[src/rtl/core/mbrtu_ram.sv]
// Generic single-port-write, single-port-read RAM with registered read data.
// No dependencies.
module mbrtu_ram #(
	parameter int WIDTH = 8,
	parameter int DEPTH = 256
) (
	input  logic                     clk,
	input  logic                     we,
	input  logic [$clog2(DEPTH)-1:0] waddr,
	input  logic [WIDTH-1:0]         wdata,
	input  logic [$clog2(DEPTH)-1:0] raddr,
	output logic [WIDTH-1:0]         rdata
);
	logic [WIDTH-1:0] mem [DEPTH];

	always_ff @(posedge clk) begin
		if (we) begin
			mem[waddr] <= wdata;
		end
		rdata <= mem[raddr];
	end
endmodule

[config.mk]
export PLATFORM = sky130hd
export DESIGN_NAME = mbrtu_ram
export DESIGN_NICKNAME = d
export VERILOG_FILES = /design/src/rtl/core/mbrtu_ram.sv
export SDC_FILE = /design/constraint.sdc
export NUM_CORES = 2
export LEC_CHECK = 0
export BUFFER_PORTS_ARGS = -buffer_cell sky130_fd_sc_hd__buf_2
export CAP_MARGIN = 20
export CORE_AREA = 5 5 483 485
export DETAILED_ROUTE_END_ITERATION = 7
export DIE_AREA = 0 0 488 490
export REMOVE_ABC_BUFFERS = 1
export SLEW_MARGIN = 20
export SYNTH_ARGS = -nofsm -noshare
export SYNTH_HDL_FRONTEND = slang
export SYNTH_SLANG_ARGS = --single-unit
[constraint.sdc]
create_clock -name clk -period 3.15 [get_ports clk]
set_input_delay 0.63 -clock clk [delete_from_list [all_inputs] [get_ports clk]]
set_output_delay 0.63 -clock clk [all_outputs]
set_load 0.02 [all_outputs]
# After elaboration in Yosys (flattened, before gate mapping)

Memory sizes are Yosys's and may differ from the RTL's. A register that Yosys moved wholly into a read port is not among the register bits.
Cells that the tools add are included.

Logic and storage cells: 3
Bits of input ports: 26
Bits in writable memories: 2048
Register bits after elaboration: 0
Output and inout bits: 8
Memories: 1

Memories:

| name | words | width | rd ports | clocked after Yosys merged registers in | wr ports | RTL line | text |
|---|---|---|---|---|---|---|---|
| mem  | 256   | 8     | 1        | 1                                       | 1        | 14       | `logic [WIDTH-1:0] mem [DEPTH];` |

Multiplexer cells: 2

Operators by type and width:

| cell             | number |
|---|---|
| 1-bit 2-to-1 mux | 2 |

# Depth between registers and ports, before layout

Depth in word-level cells: 2
Depth in mapped cells: 11
Mapped depth without buffers: 6

# Worst setup path after synthesis

Ideal clock, no wire load.

Path kind: in2reg
From: input port raddr[0]
To: register rdata[2], read port of mem
Arrival: 2437 ps
Library setup time: 131 ps
Required time: 3019 ps
Stages: 9
Buffers on the path: 4
Slack: 582 ps
Cells stage by stage: buf_6 -> buf_12 -> buf_8 -> buf_2 -> mux4_2 -> a22oi_1 -> a21oi_1 -> nor4_1 -> nor4_2

RTL lines:

| item               | RTL line | text |
|---|---|---|
| start: declaration | 11       | `input logic [$clog2(DEPTH)-1:0] raddr,` |
| end: declaration   | 12       | `output logic [WIDTH-1:0] rdata` |

==> reports/qor.csv <==
metric,value,unit
Synth Flop Type,edfxtp_1,
Setup crit start kind,input pin,
RSZ-0062 raised after global routing,false,
crit-path cells,buf_8 > buf_12 > buf_12 > mux4_2 > mux4_2 > nor2b_1 > nor4_1 > buf_4 > nor4_1,
CP max-delay cell,nor4_1,
Util after Layout,41.0,%
first-pass GRT wire length,294000,microns
Overflow after GRT,0,
die height,490,microns
Worst setup EP type,flip-flop,
class of the worst hold path,input pin to flip-flop,
# IOs,34,
Yosys Warn Count,0,
Final Hold Vio Count,0,
CP Buf/Inv Count,4,
Setup WS post-layout,0.148,ns
Mapped Area,79600,sq um
wire per inst,27.1,microns
clk buf depth,3,
post-CTS setup buffers,0,
crit path max fanout,11,
Final Critical Period,3.00,ns
worst r2r dst,rdata[4]$_DFF_P_,
sequential element share of the synthesized area,77.5,%
largest net degree at the start of global routing,101,
post-CTS resize count,0,
Skew-Pair Late Insertion Delay,0.84,ns
hpwl dp,130000,microns
Synth async-reset ratio,0,%
VDD IR max,617,uV
Slew HR,21.2,%
CP arrival,3.70,ns
Via density,5.31,
R2R cell count,6,
number of remaining DRC errors,0,
vias in the first global route,41000,
"CP delay by family, top",simple AND/OR/NAND/NOR gates,
number of H-tree levels,4,
pre-CTS WS,-0.734,ns
crit path kind,input pin to flip-flop,
worst setup path start,raddr[0],
Root Buffer,clkbuf_16,
Die Area,239000,sq um
Cell Rows,176,
syn avg cell area,21.3,sq um
Yosys cell types,55,
Power per Cell Area,603,nW/um^2
Least-Margin Pin Slew,1.17,ns
Final Max Slew Viols,0,
hold bufs inserted after CTS,0,
Post-synth EDFFs,2048,
worst hold slack,0.191,ns
max incr delay on CP,0.93,ns
post-route setup TNS,0,ns
"Reg clk slew, reported paths",0.06,ns
Tot Pwr,56.6,mW
Total GRT Usage,16.8,%
worst endpoint required time,3.85,ns
Stages on worst setup path,9,
fmax,0.333,GHz
RePlAce Congestion,0.825,
Leak,29.8,nW
r2r setup slk,0.21,ns
"commonest cells after routing, fill and taps aside","2048 x edfxtp_1, 517 x buf_4, 454 x mux4_2, 279 x nor2_1, 204 x clkbuf_16",
post-placement cell count,7141,
DR vias,39800,
placed instance area,87400,sq um
routed wire length,203000,microns
CORE AREA,229000,sq um
"most common cell after layout, fill and taps aside",edfxtp_1,
status,"finished, final reports clean",
max_cap viols,0,
endpoints failing setup,0,
port bufs,33,
"flops & latches, synth",2056,
crit share post-route,95.3,%
Num CTS Buffers,202,
Critical path destination,rdata[4]$_DFF_P_,
reg2reg start,mem[87][4]$_DFFE_PP_,
layout cells sized above 1,30.4,%
CTS tree,built,
final std cells w/o fill,7503,
TritonRoute pass-1 iters,5,
post-synthesis cell count,3733,
final antenna-violating net count,0,
# clock sinks,2056,
fin nets,4345,
"Design Area, Final",93800,sq um
Setup Skew,0.0454,ns
1st-iter DRT viols,4219,
Die W,488,microns
Initial Utilization,34.8,%
initial antenna violation count,8,
Syn-to-layout area delta,17.9,%
-- final cells by class --
class,instances,area [sq um]
antenna,3,7.51
clock buffer,250,5300
clock inverter,109,1060
fill,19900,135000
inverter,2,7.51
multi-input combinational,1442,16500
sequential,2056,61700
tap,3026,3790
timing repair buffer,615,5480
-- cell usage after synthesis (13+ instances only) --
library cell  count  share of area (%)
edfxtp_1       2048                 77
mux4_2          454                 13
nor2_1          282                1.3
mux2i_1         134                1.7
a22oi_1         133                1.3
clkbuf_1        111               0.52
a21oi_1          96               0.60
o221ai_1         46               0.51
nand3_1          34               0.21
nand2_1          33               0.16
buf_2            31               0.20
nor2b_1          31               0.24
o22ai_1          28               0.22
buf_4            27               0.25
nor4_1           24               0.19
buf_1            22               0.10
nor3_1           22               0.14
buf_6            21               0.30
a211oi_1         16               0.15
a221oi_1         13               0.14
buf_8            13               0.25
-- where the power goes --
part	internal [mW]	switching, mW	total (mW)	leakage (nW)
clock	13.3	10.1	23.4	3.10
combinational	1.17	1.86	3.03	8.25
sequential	30.2	0.0516	30.2	18.5
total	44.6	12.0	56.6	29.8
-- metal layers --
layer  global-route usage [%]  vias to the layer above  share of wire, %
met5                        0                        -            0.0064
met4                     6.03                        2               3.7
met2                     27.7                     1465                49
li1                         -                    16900                 -
met3                     3.06                      336               7.0
met1                     22.5                    21200                40
-- kinds of logic (layout without fill, tap and decap cells) --
family	after synthesis	count (layout)	synth area share, %
AOI/OAI and AO/OA	385	385	3.42
and+or+nand+nor	466	466	2.63
muxes	591	591	14.6
buffers and inverters	235	976	1.83
DFF	2056	2056	77.5
other	0	3	0
-- state kept, by name, summed over array words and instances, names as in the netlist --
| name | cells |
|---|---|
| rdata | 8 |
| mem | 2048 |
-- worst min-delay path by stage --
stage | start | end | slack, ns | depth (start not counted)
global placement | mem[41][3]$_DFFE_PP_ | rdata[3]$_DFF_P_ | 1.00 | 7
CTS | wdata[2] | mem[4][2]$_DFFE_PP_ | 0.13 | 1
global route | wdata[2] | mem[1][2]$_DFFE_PP_ | 0.15 | 1
floorplan | wdata[0] | mem[0][0]$_DFFE_PP_ | 0.73 | 0
detailed placement | mem[32][5]$_DFFE_PP_ | rdata[5]$_DFF_P_ | 1.00 | 7
finish | wdata[2] | mem[1][2]$_DFFE_PP_ | 0.19 | 1
(Power assumes the default switching activity.)
